### src/hw/rtl/jpo_pkg.sv
// shared types and constants for the job priority orderer
// no dependencies; used by jpo_ctrl, jpo_dp and the top level
package jpo_pkg;

    localparam int DEPTH = 32;
    localparam int CNT_W = $clog2(DEPTH + 1);
    localparam int IDX_W = $clog2(DEPTH);
    localparam int ID_W = 8;
    localparam int PRIO_W = 8;
    localparam int RUN_W = 16;
    localparam int REC_W = ID_W + PRIO_W + RUN_W;

    // packed so that id sits in the lowest bits
    typedef struct packed {
        logic [RUN_W-1:0]  runtime;
        logic [PRIO_W-1:0] priority_v;
        logic [ID_W-1:0]   id;
    } rec_t;

    typedef struct packed {
        logic load;       // store the incoming record or mark overflow
        logic run_init;   // clear scan, rest and emit counters
        logic rd_i;       // read the store at the pass index
        logic rd_j;       // read the store at the compare index
        logic scan_keep;  // move a nonzero record down into the rest area
        logic emit_next;  // a result was taken: step pass and emit counters
        logic sort_init;  // restart the pass index for the sort
        logic cur_load;   // hold the pass record, start compare index after it
        logic cmp;        // compare and maybe exchange with the record read
        logic finish;     // run over: empty the store
        logic out_cur;    // result comes from the held record, else read data
    } cmd_t;

    typedef struct packed {
        logic scan_done;
        logic rest_empty;
        logic rd_zero;
        logic pass_done;
        logic last_pass;
    } sts_t;

endpackage

### src/hw/rtl/job_priority_orderer.sv
// job priority orderer top level: stream ports around controller and datapath
// depends on jpo_pkg, jpo_ctrl, jpo_dp
//
//   channel   dir   payload                                   end marker
//   s_axis    in    id, priority, runtime                     tlast = last record
//   m_axis    out   id, priority, runtime; tuser = dropped    tlast = last result
//
// records load one per cycle while the block waits for input
// after the last record, the stored records are scanned and those with nonzero priority
// are sorted, with output stalls holding the run; the single store read port sets its pace
// no input is taken from the last record until the final result is taken
// reset empties the store count and clears the overflow mark
module job_priority_orderer (
    input  logic        clk,
    input  logic        rst_n,
    input  logic        s_axis_tvalid,
    output logic        s_axis_tready,
    input  logic [31:0] s_axis_tdata,   // id[7:0], priority[15:8], runtime[31:16]
    input  logic        s_axis_tlast,
    output logic        m_axis_tvalid,
    input  logic        m_axis_tready,
    output logic [31:0] m_axis_tdata,   // id[7:0], priority[15:8], runtime[31:16]
    output logic        m_axis_tlast,
    output logic        m_axis_tuser    // dropped[0]
);

    jpo_pkg::cmd_t cmd;
    jpo_pkg::sts_t sts;
    jpo_pkg::rec_t in_rec;
    jpo_pkg::rec_t out_rec;

    assign in_rec       = jpo_pkg::rec_t'(s_axis_tdata);
    assign m_axis_tdata = 32'(out_rec);

    jpo_ctrl u_ctrl (
        .clk       (clk),
        .rst_n     (rst_n),
        .in_valid  (s_axis_tvalid),
        .in_last   (s_axis_tlast),
        .in_ready  (s_axis_tready),
        .out_valid (m_axis_tvalid),
        .out_ready (m_axis_tready),
        .sts       (sts),
        .cmd       (cmd)
    );

    jpo_dp u_dp (
        .clk         (clk),
        .rst_n       (rst_n),
        .cmd         (cmd),
        .in_rec      (in_rec),
        .sts         (sts),
        .out_rec     (out_rec),
        .out_last    (m_axis_tlast),
        .out_dropped (m_axis_tuser)
    );

endmodule

### src/hw/rtl/jpo_dp.sv
// datapath of the job priority orderer: record store, counters, held record
// depends on jpo_pkg
module jpo_dp (
    input  logic               clk,
    input  logic               rst_n,
    input  jpo_pkg::cmd_t      cmd,
    input  jpo_pkg::rec_t      in_rec,
    output jpo_pkg::sts_t      sts,
    output jpo_pkg::rec_t      out_rec,
    output logic               out_last,
    output logic               out_dropped
);

    logic [jpo_pkg::CNT_W-1:0] count_reg;
    logic [jpo_pkg::CNT_W-1:0] i_reg;
    logic [jpo_pkg::CNT_W-1:0] j_reg;
    logic [jpo_pkg::CNT_W-1:0] nrest_reg;
    logic [jpo_pkg::CNT_W-1:0] e_reg;
    logic                      ovf_reg;
    jpo_pkg::rec_t             cur_reg;
    jpo_pkg::rec_t             rdata_reg;
    jpo_pkg::rec_t             store_reg [jpo_pkg::DEPTH];

    logic                      full;
    logic                      swap;
    logic                      wr_en;
    logic [jpo_pkg::IDX_W-1:0] wr_addr;
    jpo_pkg::rec_t             wr_data;
    logic [jpo_pkg::IDX_W-1:0] rd_addr;

    assign full = (count_reg == jpo_pkg::CNT_W'(jpo_pkg::DEPTH));
    assign swap = (cur_reg.priority_v > rdata_reg.priority_v);

    always_comb
    begin
        wr_en   = 1'b0;
        wr_addr = count_reg[jpo_pkg::IDX_W-1:0];
        wr_data = in_rec;
        if (cmd.load)
        begin
            wr_en = !full;
        end
        else if (cmd.scan_keep)
        begin
            wr_en   = 1'b1;
            wr_addr = nrest_reg[jpo_pkg::IDX_W-1:0];
            wr_data = rdata_reg;
        end
        else if (cmd.cmp)
        begin
            wr_en   = swap;
            wr_addr = j_reg[jpo_pkg::IDX_W-1:0];
            wr_data = cur_reg;
        end
    end

    assign rd_addr = cmd.rd_j ? j_reg[jpo_pkg::IDX_W-1:0] : i_reg[jpo_pkg::IDX_W-1:0];

    always_ff @(posedge clk)
    begin
        if (wr_en)
        begin
            store_reg[wr_addr] <= wr_data;
        end
        if (cmd.rd_i || cmd.rd_j)
        begin
            rdata_reg <= store_reg[rd_addr];
        end
        if (cmd.cur_load)
        begin
            cur_reg <= rdata_reg;
        end
        else if (cmd.cmp && swap)
        begin
            cur_reg <= rdata_reg;
        end
    end

    always_ff @(posedge clk or negedge rst_n)
    begin
        if (!rst_n)
        begin
            count_reg <= '0;
            ovf_reg   <= 1'b0;
            i_reg     <= '0;
            j_reg     <= '0;
            nrest_reg <= '0;
            e_reg     <= '0;
        end
        else
        begin
            if (cmd.load)
            begin
                if (full)
                begin
                    ovf_reg <= 1'b1;
                end
                else
                begin
                    count_reg <= count_reg + jpo_pkg::CNT_W'(1);
                end
            end
            if (cmd.run_init)
            begin
                i_reg     <= '0;
                nrest_reg <= '0;
                e_reg     <= '0;
            end
            if (cmd.scan_keep)
            begin
                nrest_reg <= nrest_reg + jpo_pkg::CNT_W'(1);
                i_reg     <= i_reg + jpo_pkg::CNT_W'(1);
            end
            if (cmd.emit_next)
            begin
                i_reg <= i_reg + jpo_pkg::CNT_W'(1);
                e_reg <= e_reg + jpo_pkg::CNT_W'(1);
            end
            if (cmd.sort_init)
            begin
                i_reg <= '0;
            end
            if (cmd.cur_load)
            begin
                j_reg <= i_reg + jpo_pkg::CNT_W'(1);
            end
            if (cmd.cmp)
            begin
                j_reg <= j_reg + jpo_pkg::CNT_W'(1);
            end
            if (cmd.finish)
            begin
                count_reg <= '0;
                ovf_reg   <= 1'b0;
            end
        end
    end

    always_comb
    begin
        sts.scan_done  = (i_reg == count_reg);
        sts.rest_empty = (nrest_reg == '0);
        sts.rd_zero    = (rdata_reg.priority_v == '0);
        sts.pass_done  = (j_reg == nrest_reg);
        sts.last_pass  = ((i_reg + jpo_pkg::CNT_W'(1)) == nrest_reg);
    end

    // every stored record is given out once, so the run has count results
    assign out_rec     = cmd.out_cur ? cur_reg : rdata_reg;
    assign out_last    = (e_reg == (count_reg - jpo_pkg::CNT_W'(1)));
    assign out_dropped = ovf_reg;

endmodule

### src/hw/rtl/jpo_ctrl.sv
// controller of the job priority orderer: load, scan, sort and emit sequence
// depends on jpo_pkg
module jpo_ctrl (
    input  logic           clk,
    input  logic           rst_n,
    input  logic           in_valid,
    input  logic           in_last,
    output logic           in_ready,
    output logic           out_valid,
    input  logic           out_ready,
    input  jpo_pkg::sts_t  sts,
    output jpo_pkg::cmd_t  cmd
);

    localparam logic [2:0] ST_LOAD     = 3'd0;
    localparam logic [2:0] ST_SCAN_RD  = 3'd1;
    localparam logic [2:0] ST_SCAN_CHK = 3'd2;
    localparam logic [2:0] ST_SORT_LD  = 3'd3;
    localparam logic [2:0] ST_SORT_CUR = 3'd4;
    localparam logic [2:0] ST_SORT_RD  = 3'd5;
    localparam logic [2:0] ST_SORT_CMP = 3'd6;
    localparam logic [2:0] ST_EMIT     = 3'd7;

    logic [2:0] state_reg;
    logic [2:0] state_next;

    always_ff @(posedge clk or negedge rst_n)
    begin
        if (!rst_n)
        begin
            state_reg <= ST_LOAD;
        end
        else
        begin
            state_reg <= state_next;
        end
    end

    always_comb
    begin
        state_next = state_reg;
        cmd        = '0;
        in_ready   = 1'b0;
        out_valid  = 1'b0;
        case (state_reg)
            ST_LOAD:
            begin
                in_ready = 1'b1;
                if (in_valid)
                begin
                    cmd.load = 1'b1;
                    if (in_last)
                    begin
                        cmd.run_init = 1'b1;
                        state_next   = ST_SCAN_RD;
                    end
                end
            end
            ST_SCAN_RD:
            begin
                if (sts.scan_done)
                begin
                    if (sts.rest_empty)
                    begin
                        cmd.finish = 1'b1;
                        state_next = ST_LOAD;
                    end
                    else
                    begin
                        cmd.sort_init = 1'b1;
                        state_next    = ST_SORT_LD;
                    end
                end
                else
                begin
                    cmd.rd_i   = 1'b1;
                    state_next = ST_SCAN_CHK;
                end
            end
            ST_SCAN_CHK:
            begin
                // priority-0 records go straight out in load order
                if (sts.rd_zero)
                begin
                    out_valid = 1'b1;
                    if (out_ready)
                    begin
                        cmd.emit_next = 1'b1;
                        state_next    = ST_SCAN_RD;
                    end
                end
                else
                begin
                    cmd.scan_keep = 1'b1;
                    state_next    = ST_SCAN_RD;
                end
            end
            ST_SORT_LD:
            begin
                cmd.rd_i   = 1'b1;
                state_next = ST_SORT_CUR;
            end
            ST_SORT_CUR:
            begin
                cmd.cur_load = 1'b1;
                state_next   = ST_SORT_RD;
            end
            ST_SORT_RD:
            begin
                if (sts.pass_done)
                begin
                    state_next = ST_EMIT;
                end
                else
                begin
                    cmd.rd_j   = 1'b1;
                    state_next = ST_SORT_CMP;
                end
            end
            ST_SORT_CMP:
            begin
                cmd.cmp    = 1'b1;
                state_next = ST_SORT_RD;
            end
            ST_EMIT:
            begin
                // the held record is final for this position once its pass ends
                cmd.out_cur = 1'b1;
                out_valid   = 1'b1;
                if (out_ready)
                begin
                    cmd.emit_next = 1'b1;
                    if (sts.last_pass)
                    begin
                        cmd.finish = 1'b1;
                        state_next = ST_LOAD;
                    end
                    else
                    begin
                        state_next = ST_SORT_LD;
                    end
                end
            end
            default:
            begin
                state_next = ST_LOAD;
            end
        endcase
    end

endmodule

### config.mk
export PLATFORM = sky130hd
export DESIGN_NAME = job_priority_orderer
export DESIGN_NICKNAME = d
export VERILOG_FILES = /design/src/hw/rtl/jpo_pkg.sv /design/src/hw/rtl/job_priority_orderer.sv /design/src/hw/rtl/jpo_dp.sv /design/src/hw/rtl/jpo_ctrl.sv
export SDC_FILE = /design/constraint.sdc
export NUM_CORES = 2
export LEC_CHECK = 0
export BUFFER_PORTS_ARGS = -buffer_cell sky130_fd_sc_hd__buf_2
export CORE_UTILIZATION = 35
export CTS_CLUSTER_DIAMETER = 200
export DETAILED_ROUTE_END_ITERATION = 16
export PLACE_DENSITY_LB_ADDON = 0.2
export SLEW_MARGIN = 20
export SYNTH_ARGS = -nofsm -noshare
export SYNTH_HDL_FRONTEND = slang
export SYNTH_SLANG_ARGS = --single-unit
### constraint.sdc
create_clock -name clk -period 3.6 [get_ports clk]
set_input_delay 0.18 -clock clk [delete_from_list [all_inputs] [get_ports clk]]
set_output_delay 0.18 -clock clk [all_outputs]
set_load 0.02 [all_outputs]
* Yosys cells after proc, flatten, opt, wreduce, memory -nomap -nowiden
Memory sizes are Yosys's and may differ from the RTL's. A register that Yosys moved wholly into a read port is not among the register bits.
Index checks and enable logic that the tools add are counted.
** Storage, ports and cells
- Memory bits (writable) :: 1024
- Bits of input ports :: 37
- Output and inout bits :: 36
- Memories :: 1
- Flip-flop bits (word level) :: 66
- Word-level logic and storage cells :: 117
** Memories
- u_dp.store_reg :: depth 32, width 32, rd ports 1, clocked after Yosys merged registers in 1, wr ports 1, RTL line jpo_dp.sv:22 : jpo_pkg::rec_t store_reg [jpo_pkg::DEPTH];
** Operators by class
- Magnitude comparators :: 1
- Reductions and logical operators :: 17
- Mux-type cells :: 65
- Equal/unequal tests :: 17
- $add $sub $neg :: 6
** Operators by type and width (count)
- two-way mux 32 bit :: 6
- two-way mux 6 bit :: 11
- adder 6 x 1 -> 6 bit (second input constant) :: 5
- two-way mux 1 bit :: 29
- == test 6 bit :: 4
- case mux 3 bit (7 select lines) :: 1
- two-way mux 5 bit :: 4
- two-way mux 3 bit :: 6
- == test 3 bit (second input constant) :: 4
- nonzero test 2 bit :: 6
- greater-than comparator 8 bit :: 1
- logical NOT 8 bit :: 1
- two-way mux 2 bit :: 4
- != test 2 bit (second input constant) :: 4
- case mux 1 bit (2 select lines) :: 4
- == test 3 x 2 -> 1 bit (second input constant) :: 2
- == test 6 bit (second input constant) :: 1
- logical NOT 6 bit :: 1
- subtractor 6 x 1 -> 6 bit (second input constant) :: 1
- AND reduction 2 bit :: 2
- AND reduction 4 bit :: 1
- nonzero test 4 bit :: 1
- == test 3 x 1 -> 1 bit (second input constant) :: 1
- logical NOT 3 bit :: 1
- other kinds (5) :: 5

* Depth between registers and ports, before layout
- Depth after elaboration :: 7
- Gate-level depth with buffers :: 13
- Mapped depth without buffers :: 9

* By module
A second synthesis with hierarchy kept.
** Second synthesis, totals
- Cells, all modules :: 3164
- Area, all modules :: 47285.4 µm²
** By module, submodules not included
- jpo_dp :: area an instance 46975.1 µm², times used 1, sequential area each 33447.1 µm², cells an instance 3125
- jpo_ctrl :: area an instance 310.3 µm², times used 1, sequential area each 75.1 µm², cells an instance 39

* Worst setup path after synthesis
OpenSTA, ideal clock, no wires.
- Path kind :: register to register
- From :: register, netlist name u_dp.rdata_reg[11]
- To :: memory u_dp.store_reg[12][0] (netlist bit), enable pin
- Required time :: 3179 ps
- Clock period less this slack :: 3778 ps
- Cell stages (with the launch flop) :: 8
- Buffers on the path :: 1
- Data arrival time :: 3356 ps
- Path slack :: -178 ps
- Setup time :: 421 ps
- Path through :: edfxtp_1 nor4_1 a21boi_0 clkbuf_1 a221o_1 nor2_1 o2111ai_1 nor2_1
** On the way
- Longest elaborated chain between the ends :: 7
- Elaborated cells between the ends (all ways) :: 11
- Those cells by class :: order compare: 1; mux: 9; reduce/logical: 1
** Ends and longest elaborated chain (RTL line)
- branches (longest 7 deep; another with greater-than comparator 8 bit)
- end: declaration :: jpo_dp.sv:22
Several ways; the timed one is not identified.

* Worst setup path after layout
- From :: register u_dp.nrest_reg[2] (netlist bit)
- To :: register, netlist name u_dp.rdata_reg[15]
** On the way
- Longest elaborated chain between the ends :: 4
- Elaborated cells between the ends (all ways) :: 5
- Those cells by class :: eq/ne: 1; mux: 3; reduce/logical: 1
** Ends and longest elaborated chain
- start: declaration :: RTL line jpo_dp.sv:17 : logic [jpo_pkg::CNT_W-1:0] nrest_reg;
- start signal: assignment :: RTL line jpo_dp.sv:111 : nrest_reg <= nrest_reg + jpo_pkg::CNT_W'(1);
- == test 6 bit * :: RTL line jpo_dp.sv:144 : sts.pass_done = (j_reg == nrest_reg);
- two-way mux 1 bit * :: RTL line jpo_ctrl.sv:110 : if (sts.pass_done)
- two-way mux 1 bit * :: RTL line jpo_ctrl.sv:45 : case (state_reg)
- two-way mux 5 bit or logical OR 1 bit (tied branches) :: RTL line jpo_dp.sv:57, jpo_dp.sv:65
Every way passes the cells marked *; elsewhere a longest branch is shown, timed or not.
A chain may end at the register's enable or synchronous reset.

==> results.md <==
| Step | Quantity | Value |
|:---|:---|:---|
| final layout | Sequential cell area in the final layout | 33500 µm² |
| routing | Wirelength per Cell | 30.1 µm |
| clock network | CTS max path bufs | 3 |
| power | Power Internal | 0.0315 W |
| global route | Vias in the first global route | 32345 |
| yosys | Mapped Nets | 3550 |
| yosys | Synthesized instance count | 3498 |
| floorplan | Rows | 134 |
| sta | Max-slew violation count | 0 |
| routing | Post-route antenna net violation count | 0 |
| final layout | Inserted Diodes | 0 |
| yosys | Top-area cell type share of the netlist area | 68.8% |
| sta | Remaining max-slew budget at the tightest pin | 42.9% |
| sta | Worst hold margin | 0.0404 ns |
| sta | Total negative setup slack | 0 ns |
| clock network | Clock tree from TritonCTS | yes |
| sta | Hold Fails Final Rpt | 0 |
| hold path | Hold Crit Class | in2reg |
| setup path | Arrival time reported for the critical path endpoint | 4.03 ns |
| setup path | Critical Path, Cell by Cell | xnor2_1, and4_1, buf_4, a21oi_4, nand2_4, buf_12, a32oi_1, a31oi_1, nor4_2 |
| final layout | Area overhead of the layout relative to synthesis | 19.6% |
| clock network | H-tree depth | 3 |
| final layout | Layout net count | 3699 |
| yosys | Share of synthesized registers carrying an async set or reset | 3.03% |
| sta | Final Critical Period | 3.52 ns |
| yosys | Most used flip-flop cell after synthesis | sky130_fd_sc_hd__edfxtp_1 |
| setup path | Type of element launching the critical path | flip-flop |
| yosys | Count of unique library cells instantiated by Yosys | 68 |
| sta | Actual slew at the worst max-slew pin | 0.857 ns |
| sta | Clock tree skew after final layout | 0.0326 ns |
| sta | Unrepaired setup endpoints after global routing | false |
| global route | Total overflow reported by the global router | 0 |
| floorplan | Die Span Y | 370 µm |
| setup path | Critical path class | reg2reg |
| routing | Met3 wire length | 12700 µm |
| placement | Global placer's final weighted congestion | 0.843 |
| power | Combinational Power Share | 42.7% |
| clock network | Clock-pin slew on the worst setup and hold paths | 0.06 ns |
| clock network | Sinks on the clock net | 1122 |
| power | Net switching component of the power | 0.0217 W |
| setup path | Cell family contributing the most delay on the critical path | compound AO/OA/AOI/OAI gates |
| placement | Port Buffer Count | 72 |
| global route | GRT Resource Usage Total | 23.8% |
| clock network | Insertion delay of the later-clocked pin in the worst-skew pair | 0.76 ns |
| global route | First-pass GRT wire length | 236000 µm |
| setup path | Required time reported for the critical path endpoint | 4.11 ns |
| final layout | Number of fill cells | 12229 |
| power | Register share of total power | 34.8% |
| setup path | Delay contributed by the slowest stage of the critical path | 0.60 ns |
| run | Number of maximum-capacitance violations | 0 |
| routing | Via count normalized by instance count | 6.11 |
| clock network | CTS Buf Count | 119 |
| yosys | Avg Cell Area, Syn | 13.6 µm² |
| power | Leakage power figure | 18.0 nW |
| yosys | Post-Synthesis Cell Area | 47500 µm² |
| routing | Detailed Routing Iterations Pass 1 | 7 |
| placement | Post-DP HPWL | 97200 µm |
| floorplan | Chip width | 370 µm |
| clock network | Cell at the root of the clock tree | sky130_fd_sc_hd__clkbuf_16 |
| final layout | Max FFs per register | 1024 |
| power | Power per Cell Area | 937 nW/µm² |
| setup path | Total buffers and inverters traversed by the critical path | 2 |
| global route | Number of antenna violations at the first check in global routing | 1 |
| floorplan | Initial Util | 35.4% |
| routing | Length of routed met2 wiring | 76200 µm |
| setup path | Largest fanout on the critical path | 45 |
| power | Relative contribution of the clock network to total power | 22.5% |
| routing | Number of DRC markers in iteration 0 | 4184 |
| power | Max IR drop VDD | 539 µV |
| routing | Highest Signal Layer | met4 |
| yosys | Warnings from Yosys | 0 |
| routing | Via count | 33695 |
| yosys | Synth area leader | sky130_fd_sc_hd__edfxtp_1 |
| sta | Achievable frequency | 0.284 GHz |
| power | Sw frac | 40.9% |
| yosys | Fraction of the yosys area taken by sequential cells | 70.6% |
| routing | Number of remaining DRC errors | 0 |
| floorplan | Die area | 137000 µm² |
| final layout | Area taken by multi-input logic gates | 12900 µm² |
| floorplan | Area of the core region | 134000 µm² |
| sta | Number of endpoints failing setup at the final stage | 0 |
| status | Result of the run | completed |
| setup path | CP max-delay cell | sky130_fd_sc_hd__a21oi_4 |
| global route | Maximum number of pins on one net before global-route repair | 87 |
| yosys | EDFF count, synth | 1088 |
| setup path | Crit path capture type | flip-flop |
| yosys | Flip-flop and latch count after synthesis | 1122 |
| routing | Routed WL | 166000 µm |
| yosys | Top area cells in the synthesized netlist | sky130_fd_sc_hd__edfxtp_1 (69%), sky130_fd_sc_hd__nand3_1 (5.1%), sky130_fd_sc_hd__o21ai_0 (4.6%) |
| sta | Post-route clock period utilization | 97.8% |
| routing | Met1 wire length | 72900 µm |
| floorplan | Number of top-level pins | 73 |
| final layout | Share of cells above drive strength 1 | 17.5% |
==> cells in the mapped netlist, drive strengths merged, types with 3 or more instances <==
cell type,number
a211o,64
a211oi,3
a21boi,5
a21o,3
a21oi,84
a221o,5
a221oi,5
a22o,3
a22oi,64
a31oi,70
a32oi,224
a41oi,64
and2,7
and3,9
buf,106
clkbuf,230
dfrtp,34
edfxtp,1088
ha,15
inv,53
mux2,34
mux2i,5
nand2,50
nand2b,5
nand3,487
nand4,7
nor2,135
nor2b,5
nor3,14
nor3b,7
nor4,37
o2111ai,8
o21a,3
o21ai,441
o22ai,35
o31ai,3
o32a,31
xnor2,15
xor2,21
==> area by class of cell <==
class                           instances  share of cell area (%)
Sequential cell                      1122                    59.0
Multi-Input combinational cell       1987                    22.7
Timing Repair Buffer                  364                    7.45
Clock buffer                          135                    5.35
Tap cell                             1768                    3.90
Clock inverter                         84                    1.24
Inverter                               53                   0.350
==> final timing paths <==
kind / endpoint / depth (start not counted) / startpoint / slack [ns]
min: u_dp.store_reg[21][18] / 4 / s_axis_tdata[18] / 0.04
max in group asynchronous: u_dp.j_reg[4] / 2 / rst_n / 2.84
min reg2reg: u_dp.cur_reg[17] / 0 / u_dp.rdata_reg[17] / 0.49
max: u_dp.rdata_reg[15] / 9 / u_dp.nrest_reg[2] / 0.08
min in group asynchronous: u_dp.count_reg[0] / 2 / rst_n / 0.15
max reg2reg: u_dp.rdata_reg[15] / 9 / u_dp.nrest_reg[2] / 0.08
==> worst reg2reg max path, stage by stage (launching register included) <==
cell and delay, ns:
sky130_fd_sc_hd__dfrtp_1 0.49, sky130_fd_sc_hd__xnor2_1 0.20, sky130_fd_sc_hd__and4_1 0.37, sky130_fd_sc_hd__buf_4 0.25
sky130_fd_sc_hd__a21oi_4 0.60, sky130_fd_sc_hd__nand2_4 0.15, sky130_fd_sc_hd__buf_12 0.23, sky130_fd_sc_hd__a32oi_1 0.31
sky130_fd_sc_hd__a31oi_1 0.22, sky130_fd_sc_hd__nor4_2 0.47
==> power by group through the flow <==
stage / clock (W) / sequential [W] / combinational (W)
after floorplan: 0 / 0.0183 / 0.0123
after global placement: 0 / 0.0187 / 0.0224
after detailed placement: 0 / 0.0187 / 0.0224
after CTS: 0.0122 / 0.0185 / 0.0225
after global routing: 0.0126 / 0.0186 / 0.0241
final: 0.0120 / 0.0185 / 0.0227
==> routing by layer <==
layer / up-vias / global-route usage [%]
li1: 14439 / -
met1: 17480 / 34.1
met2: 1537 / 37.1
met3: 239 / 3.87
met4: 0 / 6.38
met5: - / 0
==> logic make-up after synthesis <==
logic type	Yosys count	synth area share [%]
compound gates	1127	16.1
flops	1122	70.6
simple gates	769	7.91
buf+inv	389	3.36
mux	39	0.912
xor+xnor	37	0.712
fa+ha+maj	15	0.395
==> repair_timing <==
item | in CTS | in global routing
endpoints found under the setup margin | 2 | 4
hold endpoints to repair | 109 | 0
hold buffers | 11 | 0
gates resized for setup | 3 | 4
buffers inserted | 0 | 1
pin swaps | 0 | 1
==> through the flow <==
| step | setup WS, ns | total power, W | instances | instance area [µm²] | util, % |
|---|---|---|---|---|---|
| floorplan | -0.178 | 0.0306 | 3498 | 47500 | - |
| global placement | -0.0248 | 0.0411 | 5282 | 52900 | 39.5 |
| detailed placement | -0.0414 | 0.0411 | 5282 | 52900 | 39.5 |
| CTS | 0.135 | 0.0531 | 5512 | 56800 | 42.4 |
| global route | 0.0164 | 0.0553 | 5513 | 56800 | 42.4 |
| finish | 0.0777 | 0.0532 | 5513 | 56800 | 42.4 |
==> cells in the final DEF, fill, tap and decap left out, drive strengths merged, types with 14 or more instances in the layout <==
cell type	synthesis	final
clkbuf	230	136
o21ai	441	441
a22oi	64	64
nor2	135	135
nor3	14	14
nand3	487	487
ha	15	15
dfrtp	34	34
o32a	31	31
mux2	34	34
a41oi	64	64
inv	53	57
nand2	50	50
nor4	37	37
clkinv	0	65
a211o	64	64
o22ai	35	35
xnor2	15	15
edfxtp	1088	1088
a21oi	84	84
xor2	21	21
a32oi	224	224
buf	106	352
a31oi	70	70
(Power assumes the default switching activity.)
